--- src/hdl/cmdet_pkg.sv ---
// Shared types, constants and control store for the calibrated motion detector.
package cmdet_pkg;

    // Field and register widths
    localparam int MAG_W  = 16;
    localparam int SUM_W  = 23;
    localparam int THR_W  = 20;
    localparam int TIME_W = 32;
    localparam int RAD_W  = 32;
    localparam int HOLD_W = 16;
    localparam int GAIN_W = 4;
    localparam int CFG_W  = 16;
    localparam int CFG_IDX_W = 2;

    localparam int CAL_SAMPLES_DEF = 100;

    localparam logic [HOLD_W-1:0] HOLD_RESET = 16'd3000;
    localparam logic [GAIN_W-1:0] GAIN_RESET = 4'd5;
    localparam logic [THR_W-1:0]  THR_MAX    = 20'hFFFFF;
    localparam logic [RAD_W-1:0]  ROOT_BIT_INIT = 32'h4000_0000;

    // Configuration register indexes
    localparam logic [CFG_IDX_W-1:0] CFG_HOLD = 2'd0;
    localparam logic [CFG_IDX_W-1:0] CFG_GAIN = 2'd1;

    // Sequencer widths
    localparam int STEP_W = 4;
    localparam int LOOP_W = 5;
    localparam int OP_W   = 4;
    localparam int JC_W   = 3;

    localparam logic [LOOP_W-1:0] ROOT_ITERS = 5'd16;

    // Datapath operations
    localparam logic [OP_W-1:0] OP_LOAD = 4'd0;
    localparam logic [OP_W-1:0] OP_SQX  = 4'd1;
    localparam logic [OP_W-1:0] OP_SQY  = 4'd2;
    localparam logic [OP_W-1:0] OP_ADD  = 4'd3;
    localparam logic [OP_W-1:0] OP_ROOT = 4'd4;
    localparam logic [OP_W-1:0] OP_FLAG = 4'd5;
    localparam logic [OP_W-1:0] OP_CAL  = 4'd6;
    localparam logic [OP_W-1:0] OP_DIV  = 4'd7;
    localparam logic [OP_W-1:0] OP_THR  = 4'd8;
    localparam logic [OP_W-1:0] OP_DET  = 4'd9;
    localparam logic [OP_W-1:0] OP_OUT  = 4'd10;

    // Jump conditions
    localparam logic [JC_W-1:0] JC_NEXT  = 3'd0;
    localparam logic [JC_W-1:0] JC_TAKE  = 3'd1;
    localparam logic [JC_W-1:0] JC_LOOP  = 3'd2;
    localparam logic [JC_W-1:0] JC_RUN   = 3'd3;
    localparam logic [JC_W-1:0] JC_MORE  = 3'd4;
    localparam logic [JC_W-1:0] JC_GOTO  = 3'd5;
    localparam logic [JC_W-1:0] JC_DRAIN = 3'd6;

    // Program steps
    localparam logic [STEP_W-1:0] ST_IDLE  = 4'd0;
    localparam logic [STEP_W-1:0] ST_SQX   = 4'd1;
    localparam logic [STEP_W-1:0] ST_SQY   = 4'd2;
    localparam logic [STEP_W-1:0] ST_ADD   = 4'd3;
    localparam logic [STEP_W-1:0] ST_ROOT  = 4'd4;
    localparam logic [STEP_W-1:0] ST_SPLIT = 4'd5;
    localparam logic [STEP_W-1:0] ST_CAL   = 4'd6;
    localparam logic [STEP_W-1:0] ST_DIV   = 4'd7;
    localparam logic [STEP_W-1:0] ST_THR   = 4'd8;
    localparam logic [STEP_W-1:0] ST_DET   = 4'd9;
    localparam logic [STEP_W-1:0] ST_OUT   = 4'd10;

    typedef struct packed {
        logic [OP_W-1:0]   op;
        logic [JC_W-1:0]   jc;
        logic [STEP_W-1:0] target;
        logic              cnt_ld;
        logic [LOOP_W-1:0] cnt_val;
    } uword_t;

    // Conditions sampled by the sequencer
    typedef struct packed {
        logic in_valid;
        logic run;
        logic more;
        logic out_hold;
    } cond_t;

    // Controls handed to the datapath
    typedef struct packed {
        logic [OP_W-1:0] op;
        logic            take;
        logic            idle;
    } ctrl_t;

    function automatic uword_t ucode(input logic [STEP_W-1:0] step);
        uword_t w;
        w = '{op: OP_LOAD, jc: JC_GOTO, target: ST_IDLE, cnt_ld: 1'b0, cnt_val: '0};
        unique case (step)
            ST_IDLE:  w = '{op: OP_LOAD, jc: JC_TAKE,  target: ST_IDLE,  cnt_ld: 1'b0,
                            cnt_val: '0};
            ST_SQX:   w = '{op: OP_SQX,  jc: JC_NEXT,  target: ST_IDLE,  cnt_ld: 1'b0,
                            cnt_val: '0};
            ST_SQY:   w = '{op: OP_SQY,  jc: JC_NEXT,  target: ST_IDLE,  cnt_ld: 1'b1,
                            cnt_val: ROOT_ITERS};
            ST_ADD:   w = '{op: OP_ADD,  jc: JC_NEXT,  target: ST_IDLE,  cnt_ld: 1'b0,
                            cnt_val: '0};
            ST_ROOT:  w = '{op: OP_ROOT, jc: JC_LOOP,  target: ST_ROOT,  cnt_ld: 1'b0,
                            cnt_val: '0};
            ST_SPLIT: w = '{op: OP_FLAG, jc: JC_RUN,   target: ST_DET,   cnt_ld: 1'b0,
                            cnt_val: '0};
            ST_CAL:   w = '{op: OP_CAL,  jc: JC_MORE,  target: ST_OUT,   cnt_ld: 1'b0,
                            cnt_val: '0};
            ST_DIV:   w = '{op: OP_DIV,  jc: JC_NEXT,  target: ST_IDLE,  cnt_ld: 1'b0,
                            cnt_val: '0};
            ST_THR:   w = '{op: OP_THR,  jc: JC_GOTO,  target: ST_OUT,   cnt_ld: 1'b0,
                            cnt_val: '0};
            ST_DET:   w = '{op: OP_DET,  jc: JC_NEXT,  target: ST_IDLE,  cnt_ld: 1'b0,
                            cnt_val: '0};
            ST_OUT:   w = '{op: OP_OUT,  jc: JC_DRAIN, target: ST_IDLE,  cnt_ld: 1'b0,
                            cnt_val: '0};
            default:  w = '{op: OP_LOAD, jc: JC_GOTO,  target: ST_IDLE,  cnt_ld: 1'b0,
                            cnt_val: '0};
        endcase
        return w;
    endfunction

endpackage

--- src/hdl/cmdet_seq.sv ---
// Microcoded sequencer: step counter, loop counter and conditional jumps.
module cmdet_seq (
    input  logic                clk,
    input  logic                rst_n,
    input  cmdet_pkg::cond_t    cond,
    output cmdet_pkg::ctrl_t    ctrl
);

    logic [cmdet_pkg::STEP_W-1:0] step_reg, step_next;
    logic [cmdet_pkg::LOOP_W-1:0] cnt_reg, cnt_next;
    cmdet_pkg::uword_t            uw;
    logic [cmdet_pkg::STEP_W-1:0] step_inc;
    logic                         idle;

    assign uw       = cmdet_pkg::ucode(step_reg);
    assign step_inc = step_reg + cmdet_pkg::STEP_W'(1);
    assign idle     = (step_reg == cmdet_pkg::ST_IDLE);

    always_comb
    begin
        step_next = step_inc;
        unique case (uw.jc)
            cmdet_pkg::JC_NEXT:  step_next = step_inc;
            cmdet_pkg::JC_TAKE:  step_next = cond.in_valid ? step_inc : step_reg;
            cmdet_pkg::JC_LOOP:  step_next = (cnt_reg != cmdet_pkg::LOOP_W'(1)) ?
                                             uw.target : step_inc;
            cmdet_pkg::JC_RUN:   step_next = cond.run ? uw.target : step_inc;
            cmdet_pkg::JC_MORE:  step_next = cond.more ? uw.target : step_inc;
            cmdet_pkg::JC_GOTO:  step_next = uw.target;
            cmdet_pkg::JC_DRAIN: step_next = cond.out_hold ? step_reg : uw.target;
            default:             step_next = cmdet_pkg::ST_IDLE;
        endcase
    end

    always_comb
    begin
        cnt_next = cnt_reg;
        if (uw.cnt_ld)
            cnt_next = uw.cnt_val;
        else if (uw.jc == cmdet_pkg::JC_LOOP)
            cnt_next = cnt_reg - cmdet_pkg::LOOP_W'(1);
    end

    always_ff @(posedge clk or negedge rst_n)
    begin
        if (!rst_n)
        begin
            step_reg <= cmdet_pkg::ST_IDLE;
            cnt_reg  <= '0;
        end
        else
        begin
            step_reg <= step_next;
            cnt_reg  <= cnt_next;
        end
    end

    assign ctrl.op   = uw.op;
    assign ctrl.idle = idle;
    assign ctrl.take = idle && cond.in_valid;

endmodule

--- src/hdl/calibrated_motion_detector.sv ---
// Top level of the calibrated motion detector: datapath and output register.
//
//  channel | direction | handshake          | words
//  --------+-----------+--------------------+----------------------------------------
//  cfg     | in        | cfg_we             | cfg_index, cfg_data
//  in      | in        | in_valid, in_stall | accel_x, accel_y, time_ms
//  out     | out       | out_valid, out_stall | magnitude, calibrating, motion_event,
//          |           |                    | indicator_on, threshold_value
//
// Each word runs from the idle step that accepts it to the step that loads the output
// register: idle, two squaring steps and an add, sixteen root iterations, two decision
// steps, output; the last calibration word also passes the reciprocal divide by the
// sample count and the threshold step. in_stall stays high from acceptance until the
// result is in the output register, which frees the input while out_stall holds a
// result.
// Reset loads the register defaults and restarts calibration; no clearing pass is needed.
module calibrated_motion_detector #(
    parameter int CAL_SAMPLES = cmdet_pkg::CAL_SAMPLES_DEF
) (
    input  logic                              clk,
    input  logic                              rst_n,
    input  logic                              cfg_we,
    input  logic [cmdet_pkg::CFG_IDX_W-1:0]   cfg_index,
    input  logic [cmdet_pkg::CFG_W-1:0]       cfg_data,
    input  logic                              in_valid,
    output logic                              in_stall,
    input  logic signed [15:0]                accel_x,
    input  logic signed [15:0]                accel_y,
    input  logic [cmdet_pkg::TIME_W-1:0]      time_ms,
    output logic                              out_valid,
    input  logic                              out_stall,
    output logic [cmdet_pkg::MAG_W-1:0]       magnitude,
    output logic                              calibrating,
    output logic                              motion_event,
    output logic                              indicator_on,
    output logic [cmdet_pkg::THR_W-1:0]       threshold_value
);

    localparam int CNT_W = $clog2(CAL_SAMPLES + 1);
    localparam logic [CNT_W-1:0] CAL_LAST = CNT_W'(CAL_SAMPLES - 1);
    localparam logic [CNT_W-1:0] CAL_FULL = CNT_W'(CAL_SAMPLES);

    localparam int MAG_W  = cmdet_pkg::MAG_W;
    localparam int SUM_W  = cmdet_pkg::SUM_W;
    localparam int THR_W  = cmdet_pkg::THR_W;
    localparam int RAD_W  = cmdet_pkg::RAD_W;
    localparam int TIME_W = cmdet_pkg::TIME_W;
    localparam int HOLD_W = cmdet_pkg::HOLD_W;
    localparam int GAIN_W = cmdet_pkg::GAIN_W;
    localparam int SPAN_W = MAG_W + GAIN_W;
    localparam int T_W    = SUM_W + 1;

    // Rounded-up reciprocal of the sample count: exact floor for every SUM_W-bit sum
    localparam int DIV_SHIFT = SUM_W + $clog2(CAL_SAMPLES);
    localparam int QP_W      = DIV_SHIFT + SUM_W;
    localparam logic [QP_W-1:0] RECIP =
        QP_W'(((64'd1 << DIV_SHIFT) + 64'(CAL_SAMPLES) - 64'd1) / 64'(CAL_SAMPLES));

    cmdet_pkg::cond_t cond;
    cmdet_pkg::ctrl_t ctrl;

    // Configuration
    logic [HOLD_W-1:0] hold_reg;
    logic [GAIN_W-1:0] gain_reg;

    // Working registers
    logic [MAG_W-1:0]  ax_reg, ay_reg;
    logic [TIME_W-1:0] now_reg;
    logic [RAD_W-1:0]  rad_reg, prod_reg, root_reg, bit_reg;
    logic [SUM_W-1:0]  quo_reg;
    logic              calib_reg, event_reg;

    // Detector state
    logic [CNT_W-1:0]  cal_count_reg;
    logic [SUM_W-1:0]  cal_sum_reg;
    logic [MAG_W-1:0]  cal_min_reg, cal_max_reg;
    logic [THR_W-1:0]  thr_reg;
    logic              lit_reg;
    logic [TIME_W-1:0] since_reg;

    // Output register
    logic              out_valid_reg;
    logic [MAG_W-1:0]  out_mag_reg;
    logic              out_cal_reg, out_evt_reg, out_ind_reg;
    logic [THR_W-1:0]  out_thr_reg;

    // Datapath signals
    logic [MAG_W-1:0]  ax_abs, ay_abs, mul_a, mag, spread;
    logic [RAD_W-1:0]  product, trial;
    logic              root_fit;
    logic [QP_W-1:0]   quo_prod;
    logic [SPAN_W-1:0] span;
    logic [T_W-1:0]    thr_sum;
    logic              cal_done, det, timed_out;
    logic [TIME_W-1:0] elapsed;
    logic              out_hold;

    cmdet_seq u_seq (
        .clk   (clk),
        .rst_n (rst_n),
        .cond  (cond),
        .ctrl  (ctrl)
    );

    assign cal_done = (cal_count_reg == CAL_FULL);
    assign out_hold = out_valid_reg && out_stall;

    assign cond.in_valid = in_valid;
    assign cond.run      = cal_done;
    assign cond.more     = (cal_count_reg != CAL_LAST);
    assign cond.out_hold = out_hold;

    assign in_stall = !ctrl.idle;

    assign ax_abs = accel_x[15] ? (~$unsigned(accel_x) + MAG_W'(1)) : $unsigned(accel_x);
    assign ay_abs = accel_y[15] ? (~$unsigned(accel_y) + MAG_W'(1)) : $unsigned(accel_y);

    // One shared 16x16 multiplier for both squares
    assign mul_a   = (ctrl.op == cmdet_pkg::OP_SQX) ? ax_reg : ay_reg;
    assign product = RAD_W'(mul_a) * RAD_W'(mul_a);

    assign trial    = root_reg + bit_reg;
    assign root_fit = (rad_reg >= trial);
    assign mag      = root_reg[MAG_W-1:0];

    assign quo_prod = QP_W'(cal_sum_reg) * RECIP;

    assign spread  = (cal_max_reg >= cal_min_reg) ? (cal_max_reg - cal_min_reg) : '0;
    assign span    = SPAN_W'(gain_reg) * SPAN_W'(spread);
    assign thr_sum = T_W'(quo_reg) + T_W'(span);

    assign elapsed   = now_reg - since_reg;
    assign timed_out = (elapsed >= TIME_W'(hold_reg));
    assign det       = (THR_W'(mag) > thr_reg) && !lit_reg;

    always_ff @(posedge clk or negedge rst_n)
    begin
        if (!rst_n)
        begin
            hold_reg <= cmdet_pkg::HOLD_RESET;
            gain_reg <= cmdet_pkg::GAIN_RESET;
        end
        else if (cfg_we)
        begin
            case (cfg_index)
                cmdet_pkg::CFG_HOLD: hold_reg <= cfg_data[HOLD_W-1:0];
                cmdet_pkg::CFG_GAIN: gain_reg <= cfg_data[GAIN_W-1:0];
                default: ;
            endcase
        end
    end

    // Payload working registers: no reset
    always_ff @(posedge clk)
    begin
        case (ctrl.op)
            cmdet_pkg::OP_LOAD:
            begin
                if (ctrl.take)
                begin
                    ax_reg  <= ax_abs;
                    ay_reg  <= ay_abs;
                    now_reg <= time_ms;
                end
            end
            cmdet_pkg::OP_SQX: rad_reg  <= product;
            cmdet_pkg::OP_SQY: prod_reg <= product;
            cmdet_pkg::OP_ADD:
            begin
                rad_reg  <= rad_reg + prod_reg;
                root_reg <= '0;
                bit_reg  <= cmdet_pkg::ROOT_BIT_INIT;
            end
            cmdet_pkg::OP_ROOT:
            begin
                if (root_fit)
                begin
                    rad_reg  <= rad_reg - trial;
                    root_reg <= (root_reg >> 1) + bit_reg;
                end
                else
                    root_reg <= root_reg >> 1;
                bit_reg <= bit_reg >> 2;
            end
            cmdet_pkg::OP_DIV: quo_reg <= quo_prod[DIV_SHIFT +: SUM_W];
            default: ;
        endcase
    end

    always_ff @(posedge clk or negedge rst_n)
    begin
        if (!rst_n)
        begin
            cal_count_reg <= '0;
            cal_sum_reg   <= '0;
            cal_min_reg   <= '1;
            cal_max_reg   <= '0;
            thr_reg       <= '0;
            lit_reg       <= 1'b0;
            since_reg     <= '0;
            calib_reg     <= 1'b0;
            event_reg     <= 1'b0;
        end
        else
        begin
            case (ctrl.op)
                cmdet_pkg::OP_FLAG:
                begin
                    calib_reg <= !cal_done;
                    event_reg <= 1'b0;
                end
                cmdet_pkg::OP_CAL:
                begin
                    cal_sum_reg   <= cal_sum_reg + SUM_W'(mag);
                    cal_count_reg <= cal_count_reg + CNT_W'(1);
                    if (mag < cal_min_reg)
                        cal_min_reg <= mag;
                    if (mag > cal_max_reg)
                        cal_max_reg <= mag;
                end
                cmdet_pkg::OP_THR:
                    thr_reg <= (thr_sum > T_W'(cmdet_pkg::THR_MAX)) ?
                               cmdet_pkg::THR_MAX : thr_sum[THR_W-1:0];
                cmdet_pkg::OP_DET:
                begin
                    // A fresh detection has zero elapsed time: it only drops at once
                    // when the hold time is zero.
                    if (det)
                    begin
                        lit_reg   <= (hold_reg != '0);
                        since_reg <= now_reg;
                        event_reg <= 1'b1;
                    end
                    else if (lit_reg && timed_out)
                        lit_reg <= 1'b0;
                end
                default: ;
            endcase
        end
    end

    always_ff @(posedge clk or negedge rst_n)
    begin
        if (!rst_n)
            out_valid_reg <= 1'b0;
        else if (ctrl.op == cmdet_pkg::OP_OUT && !out_hold)
            out_valid_reg <= 1'b1;
        else if (!out_stall)
            out_valid_reg <= 1'b0;
    end

    always_ff @(posedge clk)
    begin
        if (ctrl.op == cmdet_pkg::OP_OUT && !out_hold)
        begin
            out_mag_reg <= mag;
            out_cal_reg <= calib_reg;
            out_evt_reg <= event_reg;
            out_ind_reg <= lit_reg;
            out_thr_reg <= thr_reg;
        end
    end

    assign out_valid       = out_valid_reg;
    assign magnitude       = out_mag_reg;
    assign calibrating     = out_cal_reg;
    assign motion_event    = out_evt_reg;
    assign indicator_on    = out_ind_reg;
    assign threshold_value = out_thr_reg;

endmodule

--- config.mk ---
export PLATFORM = sky130hd
export DESIGN_NAME = calibrated_motion_detector
export DESIGN_NICKNAME = d
export VERILOG_FILES = /design/src/hdl/cmdet_pkg.sv /design/src/hdl/cmdet_seq.sv /design/src/hdl/calibrated_motion_detector.sv
export SDC_FILE = /design/constraint.sdc
export NUM_CORES = 2
export LEC_CHECK = 0
export BUFFER_PORTS_ARGS = -buffer_cell sky130_fd_sc_hd__buf_2
export CAP_MARGIN = 20
export CELL_PAD_IN_SITES_DETAIL_PLACEMENT = 0
export CELL_PAD_IN_SITES_GLOBAL_PLACEMENT = 1
export CORE_MARGIN = 5
export CORE_UTILIZATION = 56
export DETAILED_ROUTE_END_ITERATION = 7
export GPL_TIMING_DRIVEN = 0
export HOLD_SLACK_MARGIN = 0.15
export PLACE_DENSITY_LB_ADDON = 0.08
export SLEW_MARGIN = 20
export SYNTH_ARGS = -nofsm -noshare
export SYNTH_HDL_FRONTEND = slang
export SYNTH_SLANG_ARGS = --single-unit
--- constraint.sdc ---
create_clock -name clk -period 23.9 [get_ports clk]
set_input_delay 0 -clock clk [delete_from_list [all_inputs] [get_ports clk]]
set_output_delay 0 -clock clk [all_outputs]
set_load 0.005 [all_outputs]
==> run_results.csv <==
group,metric,value,unit
run_status,outcome,"completed",
cts,clkSinkCount,378,
cts,cts_made_buffers,47,
logic_synthesis,syn-cell-area,0.0425,sq mm
layout,area.growth.synth_to_final,12.9,%
cts,clk-insertion-delay-late,0.60,ns
die,floorplan.io_pins,128,
die,fp.dieW,285,um
logic_synthesis,yosys_warnings,0,
sta,final_max_slew_viol_count,0,
sta,worst_pin_slew,1.09,ns
setup_path,critPathRequiredTime,24.26,ns
setup_path,critPathArrivalTime,10.24,ns
place,pre_cts_ws,13.60,ns
setup_path,worstRegToRegCells,31,
cts,ctsResizeCount,0,
hold_path,min_path_cells,3,
die,placement_rows,101,
global_route,global_route.overflow_total,0,
layout,antenna_cells,0,
sta,final_critical_path_required_period,9.88,ns
logic_synthesis,async_reset_ff_share,38.9,%
global_route,globalRouteTotalUtil,27.0,%
layout,fraction_of_final_layout_cells_sized_beyond_drive_strength_1,8.14,%
global_route,first_global_vias,32300,
setup_path,cpPeakStageDelay,0.88,ns
setup_path,setup.worst_path.end_class,"register",
logic_synthesis,synthFlopType,"sky130_fd_sc_hd__edfxtp_1",
setup_path,timing.critical_path.max_delay_family,"adder cells",
logic_synthesis,yosysTopAreaCellShare,19.2,%
routing,wl_per_cell,19.1,um
place,post_dp_cell_area,0.0446,sq mm
global_route,grt_start_max_net_pins,78,
sta,rsz0062_at_grt,"false",
setup_path,cp_slowest_cell,"sky130_fd_sc_hd__mux2i_2",
sta,final.setup.worst_slack,14.02,ns
layout,final_area,0.0480,sq mm
logic_synthesis,synthDominantAreaCellType,"sky130_fd_sc_hd__fa_1",
setup_path,critPathMaxFanout,10,
logic_synthesis,synth.net_count,5421,
place,hpwlAfterDp,87500,um
cts,cts_tree,"yes",
sta,smallest_hold_slack,0.205,ns
setup_path,path_buf_inv,7,
setup_path,critical_path_class,"register to register",
layout,finalNetCount,5784,
hold_path,min-delay-path-class,"input port to register",
sta,finClkSkew,0.0413,ns
sta,hold_viol_final,0,
routing,postRouteAntennaNets,0,
cts,max-clock-path-buffers,3,
global_route,grt_antenna_before_repair,4,
logic_synthesis,synth_seq_cells,378,
die,core,0.0756,sq mm
routing,drt-initial-drc-count,2048,
sta,setup_viol_count_final,0,
global_route,global_route_wire_length_before_repair,176000,um
routing,finalWirelength,109000,um
logic_synthesis,number_of_synthesized_flops_with_an_enable_pin,231,
cts,cts-htree-levels,2,
logic_synthesis,synthDistinctLibCells,96,
sta,maxSlewHeadroom,27.2,%
logic_synthesis,synth-seq-area-share,25.1,%
job,max_cap_violations,0,
place,buffer_ports.inserted,127,
hold_path,terminating_pin_of_the_worst_hold_path,"hold_reg[0]",
setup_path,regToRegEndpoint,"rad_reg[30]",
routing,drt_drc_violations_left,0,
logic_synthesis,post_synth_main_area_contributors,"sky130_fd_sc_hd__fa_1, sky130_fd_sc_hd__ha_1, sky130_fd_sc_hd__edfxtp_1",
cts,cts.reportedPaths.clkPinSlew,0.06,ns
routing,routed-via-count,31700,
logic_synthesis,netlist_instances,4329,
setup_path,critPathLaunchType,"register",
sta,fin_crit_sh,41.3,%
cts,clockRootBuffer,"sky130_fd_sc_hd__clkbuf_16",
setup_path,cp_common_cell,"sky130_fd_sc_hd__fa_1",
setup_path,crit-reg2reg-launch,"u_seq.step_reg[2]",
die,full_die_area,0.0815,sq mm
routing,avg_vias_per_cell,5.56,
setup_path,slack_of_the_worst_reg_to_reg_path,14.02,ns
hold_path,hold_path.startpoint,"cfg_data[0]",
routing,drt_pass_1_iters,5,
sta,fmaxAchievable,101,MHz
die,die_y,285,um
die,initial_core_util,56.2,%
sta,totalNegativeSetupSlack,0,ns
logic_synthesis,syn_area_per_cell,9.82,sq um
place,finalWeightedCongestion,0.908,
==> cells in the mapped netlist (24+ instances only) <==
master	number
sky130_fd_sc_hd__inv_1	788
sky130_fd_sc_hd__ha_1	597
sky130_fd_sc_hd__fa_1	408
sky130_fd_sc_hd__nand2_1	283
sky130_fd_sc_hd__nor2_1	260
sky130_fd_sc_hd__edfxtp_1	231
sky130_fd_sc_hd__a21oi_1	185
sky130_fd_sc_hd__o21ai_0	178
sky130_fd_sc_hd__xnor2_1	148
sky130_fd_sc_hd__dfrtp_1	122
sky130_fd_sc_hd__xor2_1	103
sky130_fd_sc_hd__a21o_1	93
sky130_fd_sc_hd__nor3_1	89
sky130_fd_sc_hd__mux2_2	73
sky130_fd_sc_hd__clkbuf_1	63
sky130_fd_sc_hd__nand3_1	52
sky130_fd_sc_hd__a211oi_1	42
sky130_fd_sc_hd__nand4_1	36
sky130_fd_sc_hd__o21a_1	36
sky130_fd_sc_hd__a31oi_1	35
sky130_fd_sc_hd__nand2b_1	32
sky130_fd_sc_hd__and3_1	31
sky130_fd_sc_hd__or3_1	29
sky130_fd_sc_hd__nor2b_1	28
sky130_fd_sc_hd__dfstp_2	25
sky130_fd_sc_hd__a22oi_1	24
sky130_fd_sc_hd__o21bai_1	24
sky130_fd_sc_hd__o31ai_1	24
==> through the flow <==
stage / util [%] / instances
after global placement: 58.7 / 5434
after detailed placement: 59.0 / 5442
after CTS: 63.5 / 5708
after floorplan: - / 4329
after global routing: 63.5 / 5708
final: 63.5 / 5708
==> metal layers <==
metal,vias to the layer above,global-route usage [%],routed length [um]
met5,-,0,0
met4,0,6.62,3050
met3,152,4.99,7220
met2,809,41.7,47400
met1,15300,39.6,51100
li1,15500,-,-
==> worst min-delay path, delay by kind of cell <==
| family | cells | cell delay, ns |
|---|---|---|
| buffers and inverters | 2 | 0.63 |
| muxes | 1 | 0.14 |
==> cell usage in the layout, fill, tap and decap left out, types with 23 or more instances in the layout <==
cell type	n
sky130_fd_sc_hd__and3_1	30
sky130_fd_sc_hd__dfstp_2	25
sky130_fd_sc_hd__dfrtp_1	122
sky130_fd_sc_hd__nand3_1	52
sky130_fd_sc_hd__o21bai_1	24
sky130_fd_sc_hd__a31oi_1	35
sky130_fd_sc_hd__nor3_1	88
sky130_fd_sc_hd__edfxtp_1	231
sky130_fd_sc_hd__nand2b_1	32
sky130_fd_sc_hd__a22oi_1	24
sky130_fd_sc_hd__xor2_1	103
sky130_fd_sc_hd__a21oi_1	184
sky130_fd_sc_hd__buf_2	129
sky130_fd_sc_hd__inv_1	787
sky130_fd_sc_hd__nor2_1	258
sky130_fd_sc_hd__mux2_2	73
sky130_fd_sc_hd__o21a_1	36
sky130_fd_sc_hd__xnor2_1	148
sky130_fd_sc_hd__fa_1	408
sky130_fd_sc_hd__nor2b_1	28
sky130_fd_sc_hd__a211oi_1	42
sky130_fd_sc_hd__o21ai_0	178
sky130_fd_sc_hd__clkbuf_16	47
sky130_fd_sc_hd__nand2_1	282
sky130_fd_sc_hd__a21o_1	93
sky130_fd_sc_hd__ha_1	597
sky130_fd_sc_hd__or3_1	29
sky130_fd_sc_hd__o31ai_1	23
sky130_fd_sc_hd__nand4_1	36
sky130_fd_sc_hd__dlygate4sd3_1	178
sky130_fd_sc_hd__clkbuf_1	70
==> cell type report <==
class	count	area (sq um)
Clock buffer	59	1270
Fill cell	6441	27600
Multi-Input combinational cell	3075	28500
Timing Repair Buffer	314	2650
Buffer	77	363
Sequential cell	378	10600
Clock inverter	28	268
Tap cell	978	1220
Inverter	799	3000
==> repair_timing <==
action / CTS / global route
endpoints found under the hold margin: 263 / 0
buffers inserted: 0 / 0
hold buffers: 179 / 0
==> worst max-delay path by stage <==
stage | startpoint | to | slack [ns] | cells after the start
finish | u_seq.step_reg[2] | rad_reg[30] | 14.02 | 31
global route | u_seq.step_reg[0] | rad_reg[31] | 13.35 | 35
CTS | u_seq.step_reg[0] | rad_reg[30] | 13.64 | 35
detailed placement | u_seq.step_reg[0] | rad_reg[30] | 13.60 | 35
global placement | u_seq.step_reg[2] | rad_reg[30] | 13.47 | 31
floorplan | u_seq.step_reg[2] | rad_reg[31] | 15.85 | 33
==> logic make-up after synthesis <==
kind of cell | after synthesis | share of synthesized area (%)
AO/OA/AOI/OAI | 805 | 12.4
XOR/XNOR | 251 | 5.17
adder cells (fa/ha/maj) | 1005 | 36.8
buffers and inverters | 876 | 7.91
flip-flops | 378 | 25.1
multiplexers | 97 | 2.51
AND/OR/NAND/NOR | 917 | 10.1
Power is left out: the tool's default activity adds up to more than one toggle a clock period on the data nets, which glitch-free logic cannot reach.
